<file path="src/assert_macros.svh">
// Assertion macros shared by the breathing duty generator RTL.
// Expects i_clk and i_rst_n in the scope of use.
`ifndef ASSERT_MACROS_SVH
`define ASSERT_MACROS_SVH

// same-cycle implication
`define PBD_ASSERT_SAME(lbl, ante, cons, msg) \
    lbl: assert property (@(posedge i_clk) disable iff (!i_rst_n) (ante) |-> (cons)) \
        else $error(msg);

// next-cycle implication
`define PBD_ASSERT_NEXT(lbl, ante, cons, msg) \
    lbl: assert property (@(posedge i_clk) disable iff (!i_rst_n) (ante) |=> (cons)) \
        else $error(msg);

`endif

</file>
<file path="src/pbd_pkg.sv">
// Package for the breathing duty generator: widths, constants, codes and types.
// No dependencies.
`timescale 1ns / 1ps

package pbd_pkg;

    localparam int NOW_W      = 32;
    localparam int REG_W      = 16;
    localparam int CMP_W      = 17;
    localparam int DUTY_W     = 7;
    localparam int CFG_IDX_W  = 1;

    localparam int FRACTION_BITS_DEF = 16;

    localparam logic [REG_W-1:0]  PERIOD_RST   = 16'd3000;
    localparam logic [REG_W-1:0]  RELOAD_RST   = 16'd999;
    localparam logic [NOW_W-1:0]  MIN_INTERVAL = 32'd10;
    localparam logic [DUTY_W-1:0] DUTY_MAX     = 7'd100;

    typedef enum logic [CFG_IDX_W-1:0] {
        CFG_BREATH_PERIOD = 1'b0,
        CFG_TIMER_RELOAD  = 1'b1
    } t_cfg_idx;

    typedef enum logic [3:0] {
        ST_IDLE,
        ST_MOD,
        ST_MOD_WAIT,
        ST_TRI,
        ST_TRI_WAIT,
        ST_SQ,
        ST_CMP,
        ST_PCT,
        ST_FIN
    } t_state;

    typedef struct packed {
        logic busy;
        logic done;
    } t_div_sts;

endpackage

</file>
<file path="src/pbd_req_if.sv">
// Request channel carrying the millisecond tick.
// Depends on pbd_pkg.
`timescale 1ns / 1ps

interface pbd_req_if import pbd_pkg::*; ();
    logic             valid;
    logic             ready;
    logic [NOW_W-1:0] now_ms;

    modport source (output valid, output now_ms, input ready);
    modport sink   (input valid, input now_ms, output ready);
endinterface

</file>
<file path="src/pbd_rsp_if.sv">
// Result channel carrying the compare value and duty percent.
// Depends on pbd_pkg.
`timescale 1ns / 1ps

interface pbd_rsp_if import pbd_pkg::*; ();
    logic              valid;
    logic              ready;
    logic [CMP_W-1:0]  compare_value;
    logic [DUTY_W-1:0] duty_pct;

    modport source (output valid, output compare_value, output duty_pct, input ready);
    modport sink   (input valid, input compare_value, input duty_pct, output ready);
endinterface

</file>
<file path="src/pbd_div.sv">
// Shared restoring divider, one quotient bit per cycle, 16-bit divisor.
// Depends on pbd_pkg.
`timescale 1ns / 1ps

module pbd_div import pbd_pkg::*; #(
    parameter int DW = 33
) (
    input  logic             i_clk,
    input  logic             i_rst_n,
    input  logic             i_start,
    input  logic [DW-1:0]    i_dividend,
    input  logic [REG_W-1:0] i_divisor,
    output t_div_sts         o_sts,
    output logic [DW-1:0]    o_quot,
    output logic [REG_W-1:0] o_rem
);

    localparam int CW = $clog2(DW + 1);

    logic             r_busy;
    logic             r_done;
    logic [CW-1:0]    r_cnt;
    logic [DW-1:0]    r_quot;
    logic [REG_W-1:0] r_rem;
    logic [REG_W-1:0] r_div;

    logic [REG_W:0] rem_sh;
    logic [REG_W:0] diff;
    logic           ge;

    assign rem_sh = {r_rem, r_quot[DW-1]};
    assign diff   = rem_sh - {1'b0, r_div};
    assign ge     = (rem_sh >= {1'b0, r_div});

    always_ff @(posedge i_clk) begin
        if (!i_rst_n) begin
            r_busy <= 1'b0;
            r_done <= 1'b0;
            r_cnt  <= '0;
        end else begin
            r_done <= 1'b0;
            if (i_start) begin
                r_busy <= 1'b1;
                r_cnt  <= CW'(DW);
            end else if (r_busy) begin
                r_cnt <= r_cnt - CW'(1);
                if (r_cnt == CW'(1)) begin
                    r_busy <= 1'b0;
                    r_done <= 1'b1;
                end
            end
        end
    end

    // dividend shifts out the top of r_quot while quotient bits enter below
    always_ff @(posedge i_clk) begin
        if (i_start) begin
            r_quot <= i_dividend;
            r_rem  <= '0;
            r_div  <= i_divisor;
        end else if (r_busy) begin
            r_rem  <= ge ? diff[REG_W-1:0] : rem_sh[REG_W-1:0];
            r_quot <= {r_quot[DW-2:0], ge};
        end
    end

    assign o_sts.busy = r_busy;
    assign o_sts.done = r_done;
    assign o_quot     = r_quot;
    assign o_rem      = r_rem;

endmodule

</file>
<file path="src/pbd_mul.sv">
// Shared unsigned multiplier with registered product and load enable.
// Depends on pbd_pkg.
`timescale 1ns / 1ps

module pbd_mul import pbd_pkg::*; #(
    parameter int AW = 17,
    parameter int BW = 17
) (
    input  logic             i_clk,
    input  logic             i_en,
    input  logic [AW-1:0]    i_a,
    input  logic [BW-1:0]    i_b,
    output logic [AW+BW-1:0] o_p
);

    logic [AW+BW-1:0] r_p;

    always_ff @(posedge i_clk) begin
        if (i_en) begin
            r_p <= (AW+BW)'(i_a) * (AW+BW)'(i_b);
        end
    end

    assign o_p = r_p;

endmodule

</file>
<file path="src/pwm_breathing_duty_generator.sv">
// Breathing PWM duty generator: triangle progress, square-law gamma, compare + percent.
// Ticks without an update are accepted in idle and give no result. An update runs the
// bit-serial divider (DW = max(33, 16 + FRACTION_BITS) bits) for the modulo and, unless
// the half-period is zero, once more for the progress. Ready only while idle.
// Synchronous active-low reset: period 3000, reload 999, tick/elapsed/duty cleared.
`timescale 1ns / 1ps
`include "assert_macros.svh"

module pwm_breathing_duty_generator import pbd_pkg::*; #(
    parameter int FRACTION_BITS = FRACTION_BITS_DEF
) (
    input  logic                 i_clk,
    input  logic                 i_rst_n,
    pbd_req_if.sink              i_req,
    pbd_rsp_if.source            o_rsp,
    input  logic                 i_cfg_we,
    input  logic [CFG_IDX_W-1:0] i_cfg_idx,
    input  logic [REG_W-1:0]     i_cfg_wdata
);

    localparam int F  = FRACTION_BITS;
    localparam int DW = (REG_W + F > NOW_W + 1) ? REG_W + F : NOW_W + 1;
    localparam int MA = F + 1;
    localparam int MB = (F + 1 > CMP_W) ? F + 1 : CMP_W;
    localparam int PW = MA + MB;
    localparam logic [F:0]    ONE        = (F+1)'(1) << F;
    localparam logic [PW-1:0] HALF_LSB   = PW'(1) << (F - 1);
    localparam logic [MB-1:0] PCT_SCALE  = MB'(100);

    t_state r_state, n_state;

    logic [REG_W-1:0]  r_period;
    logic [REG_W-1:0]  r_reload;
    logic [NOW_W-1:0]  r_last;
    logic [NOW_W-1:0]  r_dt;
    logic [REG_W-1:0]  r_elapsed;
    logic              r_fall;
    logic [F:0]        r_p;
    logic [F:0]        r_gamma;
    logic [CMP_W-1:0]  r_cmp;
    logic              r_ov;
    logic [CMP_W-1:0]  r_out_cmp;
    logic [DUTY_W-1:0] r_stored_duty;

    logic              in_acc;
    logic              upd_ok;
    logic [NOW_W-1:0]  dt;
    logic [REG_W-1:0]  half;
    logic              tri_fall;
    logic [REG_W-1:0]  tri_num;
    logic [NOW_W:0]    sum_e;
    logic              out_load;

    logic              div_start;
    logic [DW-1:0]     div_dividend;
    logic [REG_W-1:0]  div_divisor;
    t_div_sts          div_sts;
    logic [DW-1:0]     div_quot;
    logic [REG_W-1:0]  div_rem;

    logic              mul_en;
    logic [MA-1:0]     mul_a;
    logic [MB-1:0]     mul_b;
    logic [PW-1:0]     mul_p;

    logic [F:0]        gamma;
    logic [PW-1:0]     pct_sum;
    logic [DUTY_W-1:0] pct_raw;
    logic [DUTY_W-1:0] pct;

    assign in_acc   = i_req.valid && i_req.ready;
    assign dt       = i_req.now_ms - r_last;
    assign upd_ok   = (r_period != '0) && (dt >= MIN_INTERVAL);
    assign half     = {1'b0, r_period[REG_W-1:1]};
    assign tri_fall = (r_elapsed >= half);
    assign tri_num  = tri_fall ? (r_elapsed - half) : r_elapsed;
    assign sum_e    = {{(NOW_W+1-REG_W){1'b0}}, r_elapsed} + {1'b0, r_dt};
    assign gamma    = mul_p[2*F:F];
    assign pct_sum  = mul_p + HALF_LSB;
    assign pct_raw  = pct_sum[F+DUTY_W-1:F];
    assign pct      = (pct_raw > DUTY_MAX) ? DUTY_MAX : pct_raw;

    pbd_div #(.DW(DW)) u_div (
        .i_clk      (i_clk),
        .i_rst_n    (i_rst_n),
        .i_start    (div_start),
        .i_dividend (div_dividend),
        .i_divisor  (div_divisor),
        .o_sts      (div_sts),
        .o_quot     (div_quot),
        .o_rem      (div_rem)
    );

    pbd_mul #(.AW(MA), .BW(MB)) u_mul (
        .i_clk (i_clk),
        .i_en  (mul_en),
        .i_a   (mul_a),
        .i_b   (mul_b),
        .o_p   (mul_p)
    );

    always_ff @(posedge i_clk) begin
        if (!i_rst_n) begin
            r_state <= ST_IDLE;
        end else begin
            r_state <= n_state;
        end
    end

    always_comb begin
        n_state      = r_state;
        i_req.ready  = 1'b0;
        div_start    = 1'b0;
        div_dividend = '0;
        div_divisor  = r_period;
        mul_en       = 1'b0;
        mul_a        = '0;
        mul_b        = '0;
        out_load     = 1'b0;
        unique case (r_state)
            ST_IDLE: begin
                i_req.ready = 1'b1;
                if (i_req.valid && upd_ok) begin
                    n_state = ST_MOD;
                end
            end
            ST_MOD: begin
                div_start    = 1'b1;
                div_dividend = DW'(sum_e);
                n_state      = ST_MOD_WAIT;
            end
            ST_MOD_WAIT: begin
                if (div_sts.done) begin
                    n_state = ST_TRI;
                end
            end
            ST_TRI: begin
                // period of 1 ms: zero half-period, progress is zero
                if (half == '0) begin
                    n_state = ST_SQ;
                end else begin
                    div_start    = 1'b1;
                    div_dividend = DW'(tri_num) << F;
                    div_divisor  = half;
                    n_state      = ST_TRI_WAIT;
                end
            end
            ST_TRI_WAIT: begin
                if (div_sts.done) begin
                    n_state = ST_SQ;
                end
            end
            ST_SQ: begin
                mul_en  = 1'b1;
                mul_a   = r_p;
                mul_b   = MB'(r_p);
                n_state = ST_CMP;
            end
            ST_CMP: begin
                mul_en  = 1'b1;
                mul_a   = gamma;
                mul_b   = MB'(r_reload) + MB'(1);
                n_state = ST_PCT;
            end
            ST_PCT: begin
                mul_en  = 1'b1;
                mul_a   = r_gamma;
                mul_b   = PCT_SCALE;
                n_state = ST_FIN;
            end
            ST_FIN: begin
                if (!r_ov || o_rsp.ready) begin
                    out_load = 1'b1;
                    n_state  = ST_IDLE;
                end
            end
            default: begin
                n_state = ST_IDLE;
            end
        endcase
    end

    // config and state registers with reset values
    always_ff @(posedge i_clk) begin
        if (!i_rst_n) begin
            r_period      <= PERIOD_RST;
            r_reload      <= RELOAD_RST;
            r_last        <= '0;
            r_elapsed     <= '0;
            r_stored_duty <= '0;
            r_ov          <= 1'b0;
        end else begin
            if (i_cfg_we) begin
                unique case (i_cfg_idx)
                    CFG_BREATH_PERIOD: r_period <= i_cfg_wdata;
                    CFG_TIMER_RELOAD:  r_reload <= i_cfg_wdata;
                    default: ;
                endcase
            end
            if (in_acc && upd_ok) begin
                r_last <= i_req.now_ms;
            end
            if (r_state == ST_MOD_WAIT && div_sts.done) begin
                r_elapsed <= div_rem;
            end
            if (out_load) begin
                r_stored_duty <= pct;
                r_ov          <= 1'b1;
            end else if (o_rsp.ready) begin
                r_ov <= 1'b0;
            end
        end
    end

    always_ff @(posedge i_clk) begin
        if (in_acc) begin
            r_dt <= dt;
        end
        if (r_state == ST_TRI) begin
            r_fall <= tri_fall;
            if (half == '0) begin
                r_p <= '0;
            end
        end
        if (r_state == ST_TRI_WAIT && div_sts.done) begin
            r_p <= r_fall ? (ONE - div_quot[F:0]) : div_quot[F:0];
        end
        if (r_state == ST_CMP) begin
            r_gamma <= gamma;
        end
        if (r_state == ST_PCT) begin
            r_cmp <= mul_p[F+CMP_W-1:F];
        end
        if (out_load) begin
            r_out_cmp <= r_cmp;
        end
    end

    assign o_rsp.valid         = r_ov;
    assign o_rsp.compare_value = r_out_cmp;
    assign o_rsp.duty_pct      = r_stored_duty;

    `PBD_ASSERT_SAME(a_div_free_on_start, div_start, !div_sts.busy, "divider restarted while busy")
    `PBD_ASSERT_NEXT(a_update_starts_mod, in_acc && upd_ok, r_state == ST_MOD, "update not started")
    `PBD_ASSERT_SAME(a_elapsed_in_range, r_state == ST_TRI, r_elapsed < r_period, "elapsed out of period")
    `PBD_ASSERT_SAME(a_duty_max, o_rsp.valid, o_rsp.duty_pct <= DUTY_MAX, "duty above 100")

endmodule

</file>
<file path="src/flat_wrapper.sv">
// flat-port wrapper written by rule: the top's interface ports become plain ports
module pwm_breathing_duty_generator_flat import pbd_pkg::*;
#(
    parameter int FRACTION_BITS = FRACTION_BITS_DEF
)
  (i_clk, i_rst_n, i_cfg_we, i_cfg_idx, i_cfg_wdata, i_req_valid, i_req_now_ms, i_req_ready, o_rsp_valid, o_rsp_compare_value, o_rsp_duty_pct, o_rsp_ready);
  pbd_req_if i_req_i ();
  pbd_rsp_if o_rsp_i ();
  input  logic i_clk;
  input  logic i_rst_n;
  input  logic i_cfg_we;
  input  logic [CFG_IDX_W-1:0] i_cfg_idx;
  input  logic [REG_W-1:0] i_cfg_wdata;
  input wire logic [$bits(i_req_i.valid)-1:0] i_req_valid;
  input wire logic [$bits(i_req_i.now_ms)-1:0] i_req_now_ms;
  output wire logic [$bits(i_req_i.ready)-1:0] i_req_ready;
  output wire logic [$bits(o_rsp_i.valid)-1:0] o_rsp_valid;
  output wire logic [$bits(o_rsp_i.compare_value)-1:0] o_rsp_compare_value;
  output wire logic [$bits(o_rsp_i.duty_pct)-1:0] o_rsp_duty_pct;
  input wire logic [$bits(o_rsp_i.ready)-1:0] o_rsp_ready;
  assign i_req_i.valid = i_req_valid;
  assign i_req_i.now_ms = i_req_now_ms;
  assign i_req_ready = i_req_i.ready;
  assign o_rsp_valid = o_rsp_i.valid;
  assign o_rsp_compare_value = o_rsp_i.compare_value;
  assign o_rsp_duty_pct = o_rsp_i.duty_pct;
  assign o_rsp_i.ready = o_rsp_ready;
  pwm_breathing_duty_generator #(.FRACTION_BITS(FRACTION_BITS)) u_core (.i_clk(i_clk), .i_rst_n(i_rst_n), .i_req(i_req_i), .o_rsp(o_rsp_i), .i_cfg_we(i_cfg_we), .i_cfg_idx(i_cfg_idx), .i_cfg_wdata(i_cfg_wdata));
endmodule
</file>
<file path="config.mk">
export PLATFORM = sky130hd
export DESIGN_NAME = pwm_breathing_duty_generator_flat
export DESIGN_NICKNAME = d
export VERILOG_FILES = /design/src/pbd_pkg.sv /design/src/pbd_req_if.sv /design/src/pbd_rsp_if.sv /design/src/pbd_div.sv /design/src/pbd_mul.sv /design/src/pwm_breathing_duty_generator.sv /design/src/flat_wrapper.sv
export VERILOG_INCLUDE_DIRS = /design/src /design/src/src
export SDC_FILE = /design/constraint.sdc
export NUM_CORES = 1
export LEC_CHECK = 0
export ABC_AREA = 1
export ABC_CLOCK_PERIOD_IN_PS = 9400
export BUFFER_PORTS_ARGS = -buffer_cell sky130_fd_sc_hd__buf_2
export CORE_MARGIN = 1.5
export CORE_UTILIZATION = 35
export CTS_CLUSTER_SIZE = 16
export DETAILED_ROUTE_END_ITERATION = 8
export PLACE_DENSITY_LB_ADDON = 0.15
export SYNTH_ARGS = -nofsm -noshare
export SYNTH_HDL_FRONTEND = slang
export SYNTH_SLANG_ARGS = --single-unit
</file>
<file path="constraint.sdc">
create_clock -name i_clk -period 9.4 [get_ports i_clk]
set_clock_uncertainty 0.15 [all_clocks]
set_input_delay 0.47 -clock i_clk [delete_from_list [all_inputs] [get_ports i_clk]]
set_output_delay 0.47 -clock i_clk [all_outputs]
set_load 0.01 [all_outputs]
</file>
==> impl_metrics.py <==
metrics = {
    "die": {
        "boundaryPins": 80,
        "die_h_microns": 274,
        "initial_core_util": 0.353,
        "core_region_area_sq_um": 73000,
        "fp.dieW_microns": 274,
        "dieArea_sq_um": 75300,
        "rows": 99,
    },
    "power": {
        "power_frac_comb": 0.297,
        "sequentialPowerShare": 0.380,
        "p_clk_frac": 0.324,
        "intPower_w": 0.00285,
        "ir_worst_vdd_mv": 0.140,
        "switching_share": 0.367,
        "cellLeakagePower_nw": 13.8,
        "p_switching_w": 0.00166,
        "powerDensity_nw_per_um2": 157,
    },
    "synth": {
        "yosys-top-cells-count": "nand2_1, inv_1, nor2_1",
        "async_flop_share": 0,
        "synth_top_area_cell": "edfxtp_1",
        "yosys_most_used_dff": "edfxtp_1",
        "synth_top_area_frac": 0.196,
        "syn_area_sq_um": 25800,
        "syn_inst": 3340,
        "synth_edf_count": 168,
        "synth_seq_cells": 284,
        "syn_nets": 3804,
        "syn_area_per_cell_sq_um": 7.72,
        "ys_types": 59,
        "yosys-top-cells-area": "edfxtp_1, fa_1, nand2_1",
        "yosysSeqAreaShare": 0.286,
        "synthMostInstantiatedCell": "nand2_1",
        "yosys_warnings": 0,
    },
    "worst_setup_path": {
        "reg2reg_slack_ns": 0.90,
        "slowest_stage": "nand3_1",
        "cp.required_ns": 9.56,
        "cp-start-kind": "flop",
        "cp_common_cell": "inv_1",
        "critPathCaptureType": "flop",
        "critPathMaxStageDelay_ns": 0.62,
        "r2r-start": "u_core.r_state[3]$_SDFFE_PN0P_",
        "cp.arrival_ns": 8.66,
        "timing.rr.end": "u_core.u_mul.o_p[23]$_DFFE_PN_",
        "worstSetupPathType": "flop to flop",
        "path_max_fanout": 31,
        "rr_worst_depth": 29,
    },
    "drt": {
        "drt_first_pass_iters": 5,
        "wire_per_inst_microns": 17.5,
        "vias_per_cell": 4.85,
        "drcViolationCount": 0,
        "routed_wirelength_mm": 77.3,
        "drt-initial-drc-count": 1470,
        "vias": 21400,
        "ant_nets": 0,
    },
    "clock_tree": {
        "cts_sinks": 284,
        "clock_path_buffers": 3,
        "cts_tree": "done",
        "cts-root-buf": "clkbuf_16",
        "clk_pin_slew_worst_paths_ns": 0.06,
        "htreeDepth": 2,
        "clock_latency_ns": 0.57,
        "cts_resized": 0,
        "numCtsBuffers": 37,
    },
    "timing": {
        "tns_ns": 0,
        "relSlewSlack": 0.277,
        "drv_slew": 0,
        "rsz0062_at_grt": "no",
        "period_needed_ns": 8.50,
        "finalHoldViolCount": 0,
        "period_share": 0.904,
        "hold_ws_ns": 0.0283,
        "fmax_mhz": 118,
        "finalSetupViolCount": 0,
        "tightestPinTransition_ns": 1.08,
    },
    "grt": {
        "grt_max_degree": 63,
        "antenna_found_initial": 0,
        "grt_first_pass_wirelength_mm": 121,
        "grt_usage": 0.209,
        "grt-ovfl-total": 0,
        "grt_pass1_vias": 21000,
    },
    "min_path": {
        "hold_path.class": "primary input to flop",
        "hold_start": "i_cfg_wdata[4]",
        "worstHoldEndpoint": "u_core.r_period[4]$_SDFFE_PN1P_",
        "holdPathStages": 3,
    },
    "layout": {
        "drive_gt1_frac": 0.0605,
        "final_net_count": 3890,
        "layout.cells.non_filler": 4413,
        "syn_to_final_growth_pct": 11.4,
        "num_antenna_cells": 0,
    },
    "placed_design": {
        "dp_cells": 4319,
        "dpl.hpwl_mm": 62.4,
        "io_buffers": 79,
        "place_congestion": 0.899,
    },
    "flow_run": {
        "maxCapViolCount": 0,
    },
    "outcome": {
        "status": "finished, final reports clean",
    },
}
kinds of logic after synthesis:
| logic type | Yosys count | share of synthesized area |
|---|---|---|
| AOI/OAI and AO/OA | 442 | 0.0960 |
| xor gates and xnor gates | 76 | 0.0258 |
| adders and majority gates | 410 | 0.265 |
| buffers and inverters | 755 | 0.112 |
| DFF | 284 | 0.286 |
| and+or+nand+nor | 1373 | 0.216 |
repair_timing:
| action | CTS | global route |
|---|---|---|
| hold buffers | 27 | 0 |
| setup endpoints to repair | 0 | 0 |
| buffers inserted | 0 | 0 |
| hold endpoints to repair | 27 | 0 |
area by class of cell:
class / instances / area [sq um]
well taps: 959 / 1200
repair buffers: 126 / 816
flip-flops and latches: 284 / 7370
inverters: 676 / 2540
clock buffers: 47 / 995
clock inverters: 20 / 248
fillers: 7703 / 44300
multi-input cells: 2301 / 15500
worst max-delay path: cells and delay by family (launching register included):
kind | cells | cell delay (ns)
xor+xnor | 1 | 0.16
flops | 1 | 0.35
fa+ha+maj | 7 | 3.48
compound gates | 3 | 0.64
buf+inv | 10 | 1.51
simple gates | 8 | 1.94
state kept, by name, indices dropped and copies added (netlist names):
signal	flops
u_core.u_div.o_quot	33
u_core.r_dt	32
u_core.r_last	32
u_core.u_mul.o_p	18
u_core.o_rsp.compare_value	17
u_core.r_cmp	17
u_core.r_gamma	17
u_core.r_p	17
u_core.r_elapsed	16
u_core.r_period	16
u_core.r_reload	16
u_core.u_div.o_rem	16
u_core.u_div.r_div	16
u_core.o_rsp.duty_pct	7
u_core.u_div.r_cnt	6
u_core.r_state	4
u_core.o_rsp.valid	1
u_core.r_fall	1
u_core.u_div.r_busy	1
u_core.u_div.r_done	1
power by group through the flow:
stage | clock, W | sequential [W] | combinational (W)
global placement | 0 | 0.00173 | 0.00133
CTS | 0.00150 | 0.00171 | 0.00135
global route | 0.00154 | 0.00173 | 0.00153
floorplan | 0 | 0.00167 | 0.000986
finish | 0.00146 | 0.00171 | 0.00134
detailed placement | 0 | 0.00173 | 0.00133
how the worst max path moves through the flow:
stage / from / end / slack (ns) / cells past startpoint
2_1_floorplan: u_core.r_reload[0]$_SDFFE_PN1P_ / u_core.u_mul.o_p[31]$_DFFE_PN_ / 2.45 / 36
3_3_place_gp: u_core.r_state[3]$_SDFFE_PN0P_ / u_core.u_mul.o_p[31]$_DFFE_PN_ / 1.12 / 32
3_5_place_dp: u_core.r_state[3]$_SDFFE_PN0P_ / u_core.u_mul.o_p[23]$_DFFE_PN_ / 0.95 / 29
4_1_cts: u_core.r_state[3]$_SDFFE_PN0P_ / u_core.u_mul.o_p[23]$_DFFE_PN_ / 0.95 / 29
5_1_grt: u_core.r_state[3]$_SDFFE_PN0P_ / u_core.u_mul.o_p[23]$_DFFE_PN_ / 0.26 / 29
6_report: u_core.r_state[3]$_SDFFE_PN0P_ / u_core.u_mul.o_p[23]$_DFFE_PN_ / 0.90 / 29
layer usage:
metal | vias up | GRT usage | part of all wire | routed length [microns]
li1 | 10700 | - | - | -
met1 | 10100 | 0.302 | 0.48 | 37300
met2 | 510 | 0.326 | 0.44 | 33700
met3 | 101 | 0.0321 | 0.057 | 4420
met4 | 0 | 0.0484 | 0.024 | 1840
met5 | - | 0 | 0 | 0
cell usage in the layout, fill, tap and decap left out, drive strengths merged, types with 9 or more instances in the layout:
master       netlist  routed
nand4             21      21
nor2             361     361
nand2            823     823
a21oi            180     180
xnor2             31      31
xor2              45      45
dfxtp            116     116
o22ai             17      17
fa               225     225
o21ai            167     167
buf               21      99
o211ai            19      19
ha               185     185
nand3            102     102
clkinv             4      16
edfxtp           168     168
dlygate4sd3        0      27
nor4              11      11
nand3b             9       9
clkbuf            58      47
nor3              30      30
inv              672     676
a31oi             10      10
metrics by stage:
step / util / total power [W] / instance area (sq um) / setup slack [ns]
after detailed placement: 0.373 / 0.00306 / 27200 / 0.947
after global placement: 0.373 / 0.00307 / 27200 / 1.12
after global routing: 0.393 / 0.00480 / 28700 / 0.261
after floorplan: - / 0.00265 / 25800 / 2.45
after CTS: 0.393 / 0.00456 / 28700 / 0.950
final: 0.393 / 0.00450 / 28700 / 0.904
No activity file was read; power rests on OpenSTA's default activity.
